$ cat src/sv/pfx_pkg.sv
// Shared definitions for the postfix expression evaluator.
// Field widths, status codes, character codes and the controller/datapath bundles.
// No dependencies.
package pfx_pkg;

  localparam int DATA_W          = 32;
  localparam int CHAR_W          = 8;
  localparam int STATUS_W        = 3;
  localparam int DEPTH_W         = 5;
  localparam int STACK_DEPTH_DEF = 16;

  localparam logic [STATUS_W-1:0] ST_OK    = 3'd0;
  localparam logic [STATUS_W-1:0] ST_UNDER = 3'd1;
  localparam logic [STATUS_W-1:0] ST_OVER  = 3'd2;
  localparam logic [STATUS_W-1:0] ST_DIVZ  = 3'd3;
  localparam logic [STATUS_W-1:0] ST_EMPTY = 3'd4;

  localparam logic [CHAR_W-1:0] CH_ZERO  = 8'h30;
  localparam logic [CHAR_W-1:0] CH_NINE  = 8'h39;
  localparam logic [CHAR_W-1:0] CH_PLUS  = 8'h2B;
  localparam logic [CHAR_W-1:0] CH_MINUS = 8'h2D;
  localparam logic [CHAR_W-1:0] CH_STAR  = 8'h2A;
  localparam logic [CHAR_W-1:0] CH_SLASH = 8'h2F;

  typedef enum logic [1:0] {
    OP_ADD,
    OP_SUB,
    OP_MUL,
    OP_DIV
  } op_t;

  // Commands from the controller to the datapath.
  typedef struct packed {
    logic                take_in;
    logic                acc_step;
    logic                push_num;
    logic                set_err;
    logic [STATUS_W-1:0] err_code;
    logic                op_read;
    logic                op_exec;
    logic                div_start;
    logic                op_write;
    logic                read_top;
    logic                emit;
  } dp_cmd_t;

  // Status from the datapath to the controller.
  typedef struct packed {
    logic is_digit;
    logic is_op;
    logic is_div;
    logic last;
    logic err;
    logic in_number;
    logic full;
    logic lt2;
    logic rhs_zero;
    logic div_done;
    logic out_busy;
  } dp_stat_t;

endpackage

$ cat src/sv/pfx_div.sv
// Signed 32-bit divider, truncating toward zero, one quotient bit per cycle.
// Depends on pfx_pkg for the data width.
module pfx_div import pfx_pkg::*; (
  input  logic              clk,
  input  logic              rst_n,
  input  logic              start,
  input  logic [DATA_W-1:0] dividend,
  input  logic [DATA_W-1:0] divisor,
  output logic              done,
  output logic [DATA_W-1:0] quotient
);

  localparam int STEP_W = $clog2(DATA_W);

  logic [DATA_W-1:0] rem_r, quo_r, den_r;
  logic              neg_r, run_r, done_r;
  logic [STEP_W-1:0] step_r;
  logic [DATA_W:0]   shifted, trial;

  always_comb begin
    shifted = {rem_r, quo_r[DATA_W-1]};
    trial   = shifted - {1'b0, den_r};
  end

  always_ff @(posedge clk) begin
    if (!rst_n) begin
      run_r  <= 1'b0;
      done_r <= 1'b0;
      step_r <= '0;
    end else begin
      done_r <= 1'b0;
      if (start) begin
        run_r  <= 1'b1;
        step_r <= '0;
      end else if (run_r) begin
        step_r <= step_r + 1'b1;
        if (step_r == STEP_W'(DATA_W - 1)) begin
          run_r  <= 1'b0;
          done_r <= 1'b1;
        end
      end
    end
  end

  // Operands are held as magnitudes; the sign is put back on the way out.
  always_ff @(posedge clk) begin
    if (start) begin
      quo_r <= dividend[DATA_W-1] ? (DATA_W'(0) - dividend) : dividend;
      den_r <= divisor[DATA_W-1] ? (DATA_W'(0) - divisor) : divisor;
      rem_r <= '0;
      neg_r <= dividend[DATA_W-1] ^ divisor[DATA_W-1];
    end else if (run_r) begin
      if (!trial[DATA_W]) begin
        rem_r <= trial[DATA_W-1:0];
        quo_r <= {quo_r[DATA_W-2:0], 1'b1};
      end else begin
        rem_r <= shifted[DATA_W-1:0];
        quo_r <= {quo_r[DATA_W-2:0], 1'b0};
      end
    end
  end

  assign done     = done_r;
  assign quotient = neg_r ? (DATA_W'(0) - quo_r) : quo_r;

endmodule

$ cat src/sv/pfx_dpath.sv
// Datapath: input holding register, digit accumulator, operand stack memory,
// arithmetic unit with divider, and the result register. Depends on pfx_pkg and pfx_div.
module pfx_dpath import pfx_pkg::*; #(
  parameter int STACK_DEPTH = STACK_DEPTH_DEF
) (
  input  logic                       clk,
  input  logic                       rst_n,
  input  dp_cmd_t                    cmd,
  output dp_stat_t                   stat,
  input  logic [CHAR_W-1:0]          in_char_byte,
  input  logic                       in_last_char,
  input  logic                       out_stall,
  output logic                       out_valid,
  output logic signed [DATA_W-1:0]   out_value,
  output logic [STATUS_W-1:0]        out_status,
  output logic [DEPTH_W-1:0]         out_depth_left
);

  localparam int CNT_W  = $clog2(STACK_DEPTH + 1);
  localparam int ADDR_W = $clog2(STACK_DEPTH);

  logic [CHAR_W-1:0]   char_r;
  logic                last_r;
  logic [DATA_W-1:0]   acc_r, acc_nxt;
  logic                in_num_r;
  logic [STATUS_W-1:0] err_r;
  logic [CNT_W-1:0]    cnt_r, cnt_m1, cnt_m2;
  logic [DATA_W-1:0]   mem [STACK_DEPTH];
  logic [DATA_W-1:0]   rhs_r, lhs_r, res_r, alu_res;
  logic                mem_we;
  logic [ADDR_W-1:0]   waddr;
  logic [DATA_W-1:0]   wdata;
  logic [3:0]          digit;
  op_t                 op;
  logic                is_op;
  logic                div_done;
  logic [DATA_W-1:0]   div_q;
  logic                out_valid_r;
  logic [DATA_W-1:0]   out_value_r;
  logic [STATUS_W-1:0] out_status_r;
  logic [DEPTH_W-1:0]  out_depth_r;

  always_comb begin
    op    = OP_ADD;
    is_op = 1'b0;
    case (char_r)
      CH_PLUS: begin
        op    = OP_ADD;
        is_op = 1'b1;
      end
      CH_MINUS: begin
        op    = OP_SUB;
        is_op = 1'b1;
      end
      CH_STAR: begin
        op    = OP_MUL;
        is_op = 1'b1;
      end
      CH_SLASH: begin
        op    = OP_DIV;
        is_op = 1'b1;
      end
      default: begin
        op    = OP_ADD;
        is_op = 1'b0;
      end
    endcase
  end

  assign digit   = 4'(char_r - CH_ZERO);
  assign acc_nxt = (acc_r << 3) + (acc_r << 1) + DATA_W'(digit);
  assign cnt_m1  = cnt_r - CNT_W'(1);
  assign cnt_m2  = cnt_r - CNT_W'(2);

  always_comb begin
    stat.is_digit  = (char_r >= CH_ZERO) && (char_r <= CH_NINE);
    stat.is_op     = is_op;
    stat.is_div    = (op == OP_DIV);
    stat.last      = last_r;
    stat.err       = (err_r != ST_OK);
    stat.in_number = in_num_r;
    stat.full      = (cnt_r == CNT_W'(STACK_DEPTH));
    stat.lt2       = (cnt_r < CNT_W'(2));
    stat.rhs_zero  = (rhs_r == '0);
    stat.div_done  = div_done;
    stat.out_busy  = out_valid_r && out_stall;
  end

  always_comb begin
    case (op)
      OP_ADD:  alu_res = lhs_r + rhs_r;
      OP_SUB:  alu_res = lhs_r - rhs_r;
      OP_MUL:  alu_res = lhs_r * rhs_r;
      default: alu_res = lhs_r + rhs_r;
    endcase
  end

  pfx_div u_div (
    .clk      (clk),
    .rst_n    (rst_n),
    .start    (cmd.div_start),
    .dividend (lhs_r),
    .divisor  (rhs_r),
    .done     (div_done),
    .quotient (div_q)
  );

  // Stack memory: one write port, reads at the top and the entry beneath it.
  always_comb begin
    mem_we = (cmd.push_num && !stat.full) || cmd.op_write;
    waddr  = cmd.op_write ? cnt_m2[ADDR_W-1:0] : cnt_r[ADDR_W-1:0];
    wdata  = cmd.op_write ? res_r : acc_r;
  end

  always_ff @(posedge clk) begin
    if (mem_we) begin
      mem[waddr] <= wdata;
    end
    if (cmd.op_read || cmd.read_top) begin
      rhs_r <= mem[cnt_m1[ADDR_W-1:0]];
      lhs_r <= mem[cnt_m2[ADDR_W-1:0]];
    end
  end

  always_ff @(posedge clk) begin
    if (cmd.take_in) begin
      char_r <= in_char_byte;
      last_r <= in_last_char;
    end
    if (cmd.op_exec) begin
      res_r <= alu_res;
    end else if (div_done) begin
      res_r <= div_q;
    end
    if (cmd.emit) begin
      if (err_r != ST_OK) begin
        out_value_r  <= '0;
        out_status_r <= err_r;
        out_depth_r  <= '0;
      end else if (cnt_r == '0) begin
        out_value_r  <= '0;
        out_status_r <= ST_EMPTY;
        out_depth_r  <= '0;
      end else begin
        out_value_r  <= rhs_r;
        out_status_r <= ST_OK;
        out_depth_r  <= DEPTH_W'(cnt_r);
      end
    end
  end

  always_ff @(posedge clk) begin
    if (!rst_n) begin
      acc_r       <= '0;
      in_num_r    <= 1'b0;
      err_r       <= ST_OK;
      cnt_r       <= '0;
      out_valid_r <= 1'b0;
    end else begin
      if (cmd.acc_step) begin
        acc_r    <= acc_nxt;
        in_num_r <= 1'b1;
      end
      if (cmd.push_num) begin
        acc_r    <= '0;
        in_num_r <= 1'b0;
        if (!stat.full) begin
          cnt_r <= cnt_r + CNT_W'(1);
        end
      end
      if (cmd.op_write) begin
        cnt_r <= cnt_m1;
      end
      if (cmd.set_err) begin
        if (err_r == ST_OK) begin
          err_r <= cmd.err_code;
        end
        cnt_r <= '0;
      end
      if (cmd.emit) begin
        out_valid_r <= 1'b1;
        acc_r       <= '0;
        in_num_r    <= 1'b0;
        err_r       <= ST_OK;
        cnt_r       <= '0;
      end else if (out_valid_r && !out_stall) begin
        out_valid_r <= 1'b0;
      end
    end
  end

  assign out_valid      = out_valid_r;
  assign out_value      = out_value_r;
  assign out_status     = out_status_r;
  assign out_depth_left = out_depth_r;

endmodule

$ cat src/sv/pfx_ctrl.sv
// Controller state machine: steps each character through push, operator and end handling.
// Depends on pfx_pkg for the command and status bundles.
module pfx_ctrl import pfx_pkg::*; (
  input  logic     clk,
  input  logic     rst_n,
  input  logic     in_valid,
  output logic     in_stall,
  input  dp_stat_t stat,
  output dp_cmd_t  cmd
);

  typedef enum logic [3:0] {
    S_IDLE,
    S_CLASSIFY,
    S_PUSH,
    S_OP_CHK,
    S_OP_READ,
    S_OP_DIV,
    S_OP_WRITE,
    S_LAST_CHK,
    S_READ_TOP,
    S_EMIT
  } state_t;

  state_t state_r, state_nxt;
  logic   in_stall_r;

  always_comb begin
    state_nxt = state_r;
    cmd       = '0;
    case (state_r)
      S_IDLE: begin
        if (in_valid) begin
          cmd.take_in = 1'b1;
          state_nxt   = S_CLASSIFY;
        end
      end
      S_CLASSIFY: begin
        if (stat.err) begin
          state_nxt = S_LAST_CHK;
        end else if (stat.is_digit) begin
          cmd.acc_step = 1'b1;
          state_nxt    = S_LAST_CHK;
        end else if (stat.in_number) begin
          state_nxt = S_PUSH;
        end else begin
          state_nxt = S_OP_CHK;
        end
      end
      S_PUSH: begin
        cmd.push_num = 1'b1;
        if (stat.full) begin
          cmd.set_err  = 1'b1;
          cmd.err_code = ST_OVER;
        end
        state_nxt = S_OP_CHK;
      end
      S_OP_CHK: begin
        if (stat.err || !stat.is_op) begin
          state_nxt = S_LAST_CHK;
        end else if (stat.lt2) begin
          cmd.set_err  = 1'b1;
          cmd.err_code = ST_UNDER;
          state_nxt    = S_LAST_CHK;
        end else begin
          cmd.op_read = 1'b1;
          state_nxt   = S_OP_READ;
        end
      end
      S_OP_READ: begin
        if (stat.is_div && stat.rhs_zero) begin
          cmd.set_err  = 1'b1;
          cmd.err_code = ST_DIVZ;
          state_nxt    = S_LAST_CHK;
        end else if (stat.is_div) begin
          cmd.div_start = 1'b1;
          state_nxt     = S_OP_DIV;
        end else begin
          cmd.op_exec = 1'b1;
          state_nxt   = S_OP_WRITE;
        end
      end
      S_OP_DIV: begin
        if (stat.div_done) begin
          state_nxt = S_OP_WRITE;
        end
      end
      S_OP_WRITE: begin
        cmd.op_write = 1'b1;
        state_nxt    = S_LAST_CHK;
      end
      S_LAST_CHK: begin
        if (!stat.last) begin
          state_nxt = S_IDLE;
        end else if (stat.in_number && !stat.err) begin
          state_nxt = S_PUSH;
        end else begin
          state_nxt = S_READ_TOP;
        end
      end
      S_READ_TOP: begin
        cmd.read_top = 1'b1;
        state_nxt    = S_EMIT;
      end
      S_EMIT: begin
        if (!stat.out_busy) begin
          cmd.emit  = 1'b1;
          state_nxt = S_IDLE;
        end
      end
      default: begin
        state_nxt = S_IDLE;
      end
    endcase
  end

  always_ff @(posedge clk) begin
    if (!rst_n) begin
      state_r    <= S_IDLE;
      in_stall_r <= 1'b0;
    end else begin
      state_r    <= state_nxt;
      in_stall_r <= (state_nxt != S_IDLE);
    end
  end

  assign in_stall = in_stall_r;

endmodule

$ cat src/sv/postfix_expression_evaluator.sv
// Postfix expression evaluator: one character beat in, one result beat per expression.
// Each character steps through the controller states; a division waits for the divider,
// and the last character may wait further while the previous result is still held.
// Characters are taken one at a time; the next beat is taken once the previous finishes.
// Reset (rst_n, synchronous, active low) empties the stack and clears the error state.
module postfix_expression_evaluator import pfx_pkg::*; #(
  parameter int STACK_DEPTH = STACK_DEPTH_DEF
) (
  input  logic                     clk,
  input  logic                     rst_n,
  input  logic                     in_valid,
  output logic                     in_stall,
  input  logic [CHAR_W-1:0]        in_char_byte,
  input  logic                     in_last_char,
  output logic                     out_valid,
  input  logic                     out_stall,
  output logic signed [DATA_W-1:0] out_value,
  output logic [STATUS_W-1:0]      out_status,
  output logic [DEPTH_W-1:0]       out_depth_left
);

  // The controller owns sequencing and the input handshake; the datapath owns all
  // stored values, including the result register, so a finished result can wait
  // for the downstream side while the next character beat is already being taken.
  // The stack memory itself is not cleared at reset and needs no clearing pass,
  // because only entries below the count are ever used.
  dp_cmd_t  cmd;
  dp_stat_t stat;

  pfx_ctrl u_ctrl (
    .clk      (clk),
    .rst_n    (rst_n),
    .in_valid (in_valid),
    .in_stall (in_stall),
    .stat     (stat),
    .cmd      (cmd)
  );

  // The datapath holds the operand stack as a memory of STACK_DEPTH words. Errors
  // are sticky: the first one is kept, the stack is emptied and later characters
  // are ignored until the last one, whose result carries the error code.
  pfx_dpath #(
    .STACK_DEPTH (STACK_DEPTH)
  ) u_dpath (
    .clk            (clk),
    .rst_n          (rst_n),
    .cmd            (cmd),
    .stat           (stat),
    .in_char_byte   (in_char_byte),
    .in_last_char   (in_last_char),
    .out_stall      (out_stall),
    .out_valid      (out_valid),
    .out_value      (out_value),
    .out_status     (out_status),
    .out_depth_left (out_depth_left)
  );

endmodule
$ cat config.mk
export PLATFORM = sky130hd
export DESIGN_NAME = postfix_expression_evaluator
export DESIGN_NICKNAME = d
export VERILOG_FILES = /design/src/sv/pfx_pkg.sv /design/src/sv/pfx_div.sv /design/src/sv/pfx_dpath.sv /design/src/sv/pfx_ctrl.sv /design/src/sv/postfix_expression_evaluator.sv
export SDC_FILE = /design/constraint.sdc
export NUM_CORES = 2
export LEC_CHECK = 0
export BUFFER_PORTS_ARGS = -buffer_cell sky130_fd_sc_hd__buf_2
export CORE_UTILIZATION = 53
export DETAILED_ROUTE_END_ITERATION = 16
export GPL_TIMING_DRIVEN = 0
export HOLD_SLACK_MARGIN = 0.02
export PLACE_DENSITY = 0.69
export SLEW_MARGIN = 20
export SYNTH_ARGS = -nofsm -noshare
export SYNTH_HDL_FRONTEND = slang
export SYNTH_SLANG_ARGS = --single-unit
$ cat constraint.sdc
create_clock -name clk -period 12.4 [get_ports clk]
set_clock_uncertainty 0.1 [all_clocks]
set_input_delay 1.24 -clock clk [delete_from_list [all_inputs] [get_ports clk]]
set_output_delay 1.24 -clock clk [all_outputs]
set_load 0.02 [all_outputs]
==> results.cfg <==
[run_status]
status = finished, final reports clean

[worst_setup_path]
cp.required_ns = 12.76
r2r_start = u_dpath.rhs_r[7]
crit_type = flop to flop
cp-start-kind = flop
r2r_setup_slack_ns = 2.34
r2r_end = u_dpath.res_r[31]
crit_arrival_ns = 10.42
crit_path_max_fanout = 10
worst-r2r-cell-count = 27
cp-end-kind = flop

[clocking]
cts_hold_buffers = 0
cts_made_buffers = 86
postCtsSetupRepairBufs = 0
clk_latency_ns = 0.68
h-tree-depth = 3
clockRootBuffer = clkbuf_16
cts_resized = 0
clk_pin_slew_worst_paths_ns = 0.06
cts_tree = done
cts_sinks = 807
cts_max_path_buffers = 3

[global_routing]
grt_pass1_wl_microns = 271400
antenna_found_initial = 9
grt_pass1_vias = 40910
grt_max_degree = 41
globalRouteOverflowTotal = 0
track_usage_pct = 33.96

[floorplanning]
rows = 120
core-area_sq_um = 107700
start_util_pct = 53.73
dieHeight_microns = 332.4
dieArea_sq_um = 110500
dieWidth_microns = 332.4
io_pins = 55

[min_path]
hp-class = flop to flop
worstHoldStart = u_dpath.acc_r[30]
min_to = u_dpath.acc_r[30]
whs_path_depth = 2

[finish]
layout_commonest_cell = edfxtp_1
utilization_pct = 58.82
design_area_sq_um = 63330
drive_gt1_share_pct = 12.47
area_delta_synth_final_pct = 9.476
nNetsFinal = 5568
final_cell_mix = 722 x edfxtp_1, 516 x nand2_1, 452 x inv_1, 412 x fa_1, 345 x and2_1

[placed_design]
place_hpwl_microns = 138400
place_area_sq_um = 60500
place_ws_ns = 2.776
port_buffers = 54
globalplace.congestion = 1.012

[timing]
final_hold_viol_count = 0
min_period_over_period_pct = 81.09
drv_slew = 0
setup_violations = 0
holdWs_ns = 0.3811
period_minus_slack_ns = 10.06
setup_slack_ns = 2.345
max_freq_mhz = 99.45
worst_pin_slew_ns = 1.225
rsz0062_at_grt = false
max_slew_margin_pct = 17.33
tns_ns = 0

[pwr]
p_per_area_nw_per_um2 = 136.8
peakVddDrop_v = 0.0001759
leakagePower_nw = 24.53

[routing]
wl_met1_microns = 67790
via_count = 40720
wl_met3_microns = 20060
drt_wl_total_microns = 186000
drtIter0Drc = 4865
top_layer_used = met5
viasPerCell = 6.400
post_drt_wl_per_cell_microns = 29.24
wl_met2_microns = 84480
ant_nets = 0
first_pass_iters = 5
drc = 0

[synth]
async_flop_share_pct = 0
seq_area_frac_synth_pct = 40.42
synth_area_sq_um = 57840
synth-main-ff-cell = edfxtp_1
synth_cell_types = 83
synth_nets = 5401
synth_edf_count = 722
yosysWarnings = 0
synth_area_per_cell_sq_um = 12.25
synth_seq_cells = 807
postSynthCellCount = 4721

[job]
drv_cap = 0
## worst max path at each step
stage                                start           endpoint  depth (start not counted)
after floorplan           u_dpath.rhs_r[8]  u_dpath.res_r[31]                         28
after global placement    u_dpath.rhs_r[7]  u_dpath.res_r[31]                         27
after detailed placement  u_dpath.rhs_r[7]  u_dpath.res_r[31]                         27
after CTS                 u_dpath.rhs_r[7]  u_dpath.res_r[31]                         27
after global routing      u_dpath.rhs_r[7]  u_dpath.res_r[31]                         27
final                     u_dpath.rhs_r[7]  u_dpath.res_r[31]                         27
## metal layers
layer | global-route usage (%) | vias to the layer above
met2 | 52.72 | 2695
li1 | - | 17050
met1 | 43.71 | 20370
met3 | 7.031 | 603
met4 | 21.62 | 10
met5 | 0 | -
## flip-flops by register name, indices dropped and copies added, names as in the netlist, 3 cells and up
signal	cells
u_dpath.mem	512
u_dpath.lhs_r	32
u_ctrl.state_r	4
u_dpath.u_div.den_r	32
u_dpath.char_r	8
u_dpath.out_value	32
u_dpath.res_r	32
u_dpath.out_status	3
u_dpath.rhs_r	32
u_dpath.u_div.quo_r	32
u_dpath.u_div.step_r	5
u_dpath.out_depth_left	5
u_dpath.acc_r	32
u_dpath.cnt_r	5
u_dpath.u_div.rem_r	32
## area by class of cell
cell class / instances / area, sq um
clock buffer: 101 / 2251
antenna: 3 / 7.507
clock inverter: 55 / 536.8
multi-input combinational: 3172 / 31770
sequential: 807 / 23380
inverter: 455 / 1710
fill: 8630 / 44330
buffer: 287 / 1141
timing repair buffer: 79 / 767.0
tap: 1403 / 1755
## through the flow
stage,power (W),instances
finish,0.008665,6362
global route,0.008897,6359
CTS,0.008627,6358
detailed placement,0.006024,6202
global placement,0.005971,6178
floorplan,0.005072,4721
## synth_stat cells, drive strengths merged, types with 118 or more instances
master | number | area share, %
a21oi | 161 | 1.4
and2 | 345 | 3.7
clkbuf | 247 | 1.6
edfxtp | 722 | 37
fa | 412 | 14
ha | 255 | 5.5
inv | 454 | 2.9
mux4 | 320 | 12
nand2 | 518 | 3.4
nor2 | 157 | 1.0
o21ai | 157 | 1.4
xnor2 | 166 | 2.5
xor2 | 118 | 1.8
## cell families (layout without fill, tap and decap cells)
logic type | count (synthesis) | in the layout | share of synthesized area [%]
adders and majority gates | 667 | 667 | 19.77
and+or+nand+nor | 1253 | 1253 | 10.74
DFF | 807 | 807 | 40.42
muxes | 356 | 356 | 13.08
other | 0 | 3 | 0
AOI/OAI and AO/OA | 612 | 612 | 6.788
buffers and inverters | 742 | 977 | 4.878
xor gates and xnor gates | 284 | 284 | 4.313
## critical path: stages, from the launching register on
cell	delay, ns
edfxtp_1	0.49
clkbuf_1	0.94
clkbuf_1	0.83
and2_1	0.25
fa_1	0.45
fa_1	0.50
fa_1	0.51
inv_1	0.05
fa_1	0.49
inv_1	0.07
fa_1	0.50
inv_1	0.05
fa_1	0.53
inv_1	0.05
fa_1	0.51
fa_1	0.42
ha_1	0.28
clkbuf_1	0.20
a21oi_1	0.22
o221ai_1	0.17
a221o_1	0.37
a22oi_1	0.48
o211ai_1	0.24
a31o_2	0.27
a21oi_1	0.17
xnor2_1	0.25
nand2_1	0.12
a31oi_1	0.31
## power breakdown
group	internal, W	total, W	switching (W)
sequential	0.00309	0.00313	0.0000388
combinational	0.00125	0.00293	0.00168
clock	0.00147	0.00261	0.00113
Power figures use the tool's default switching activity.
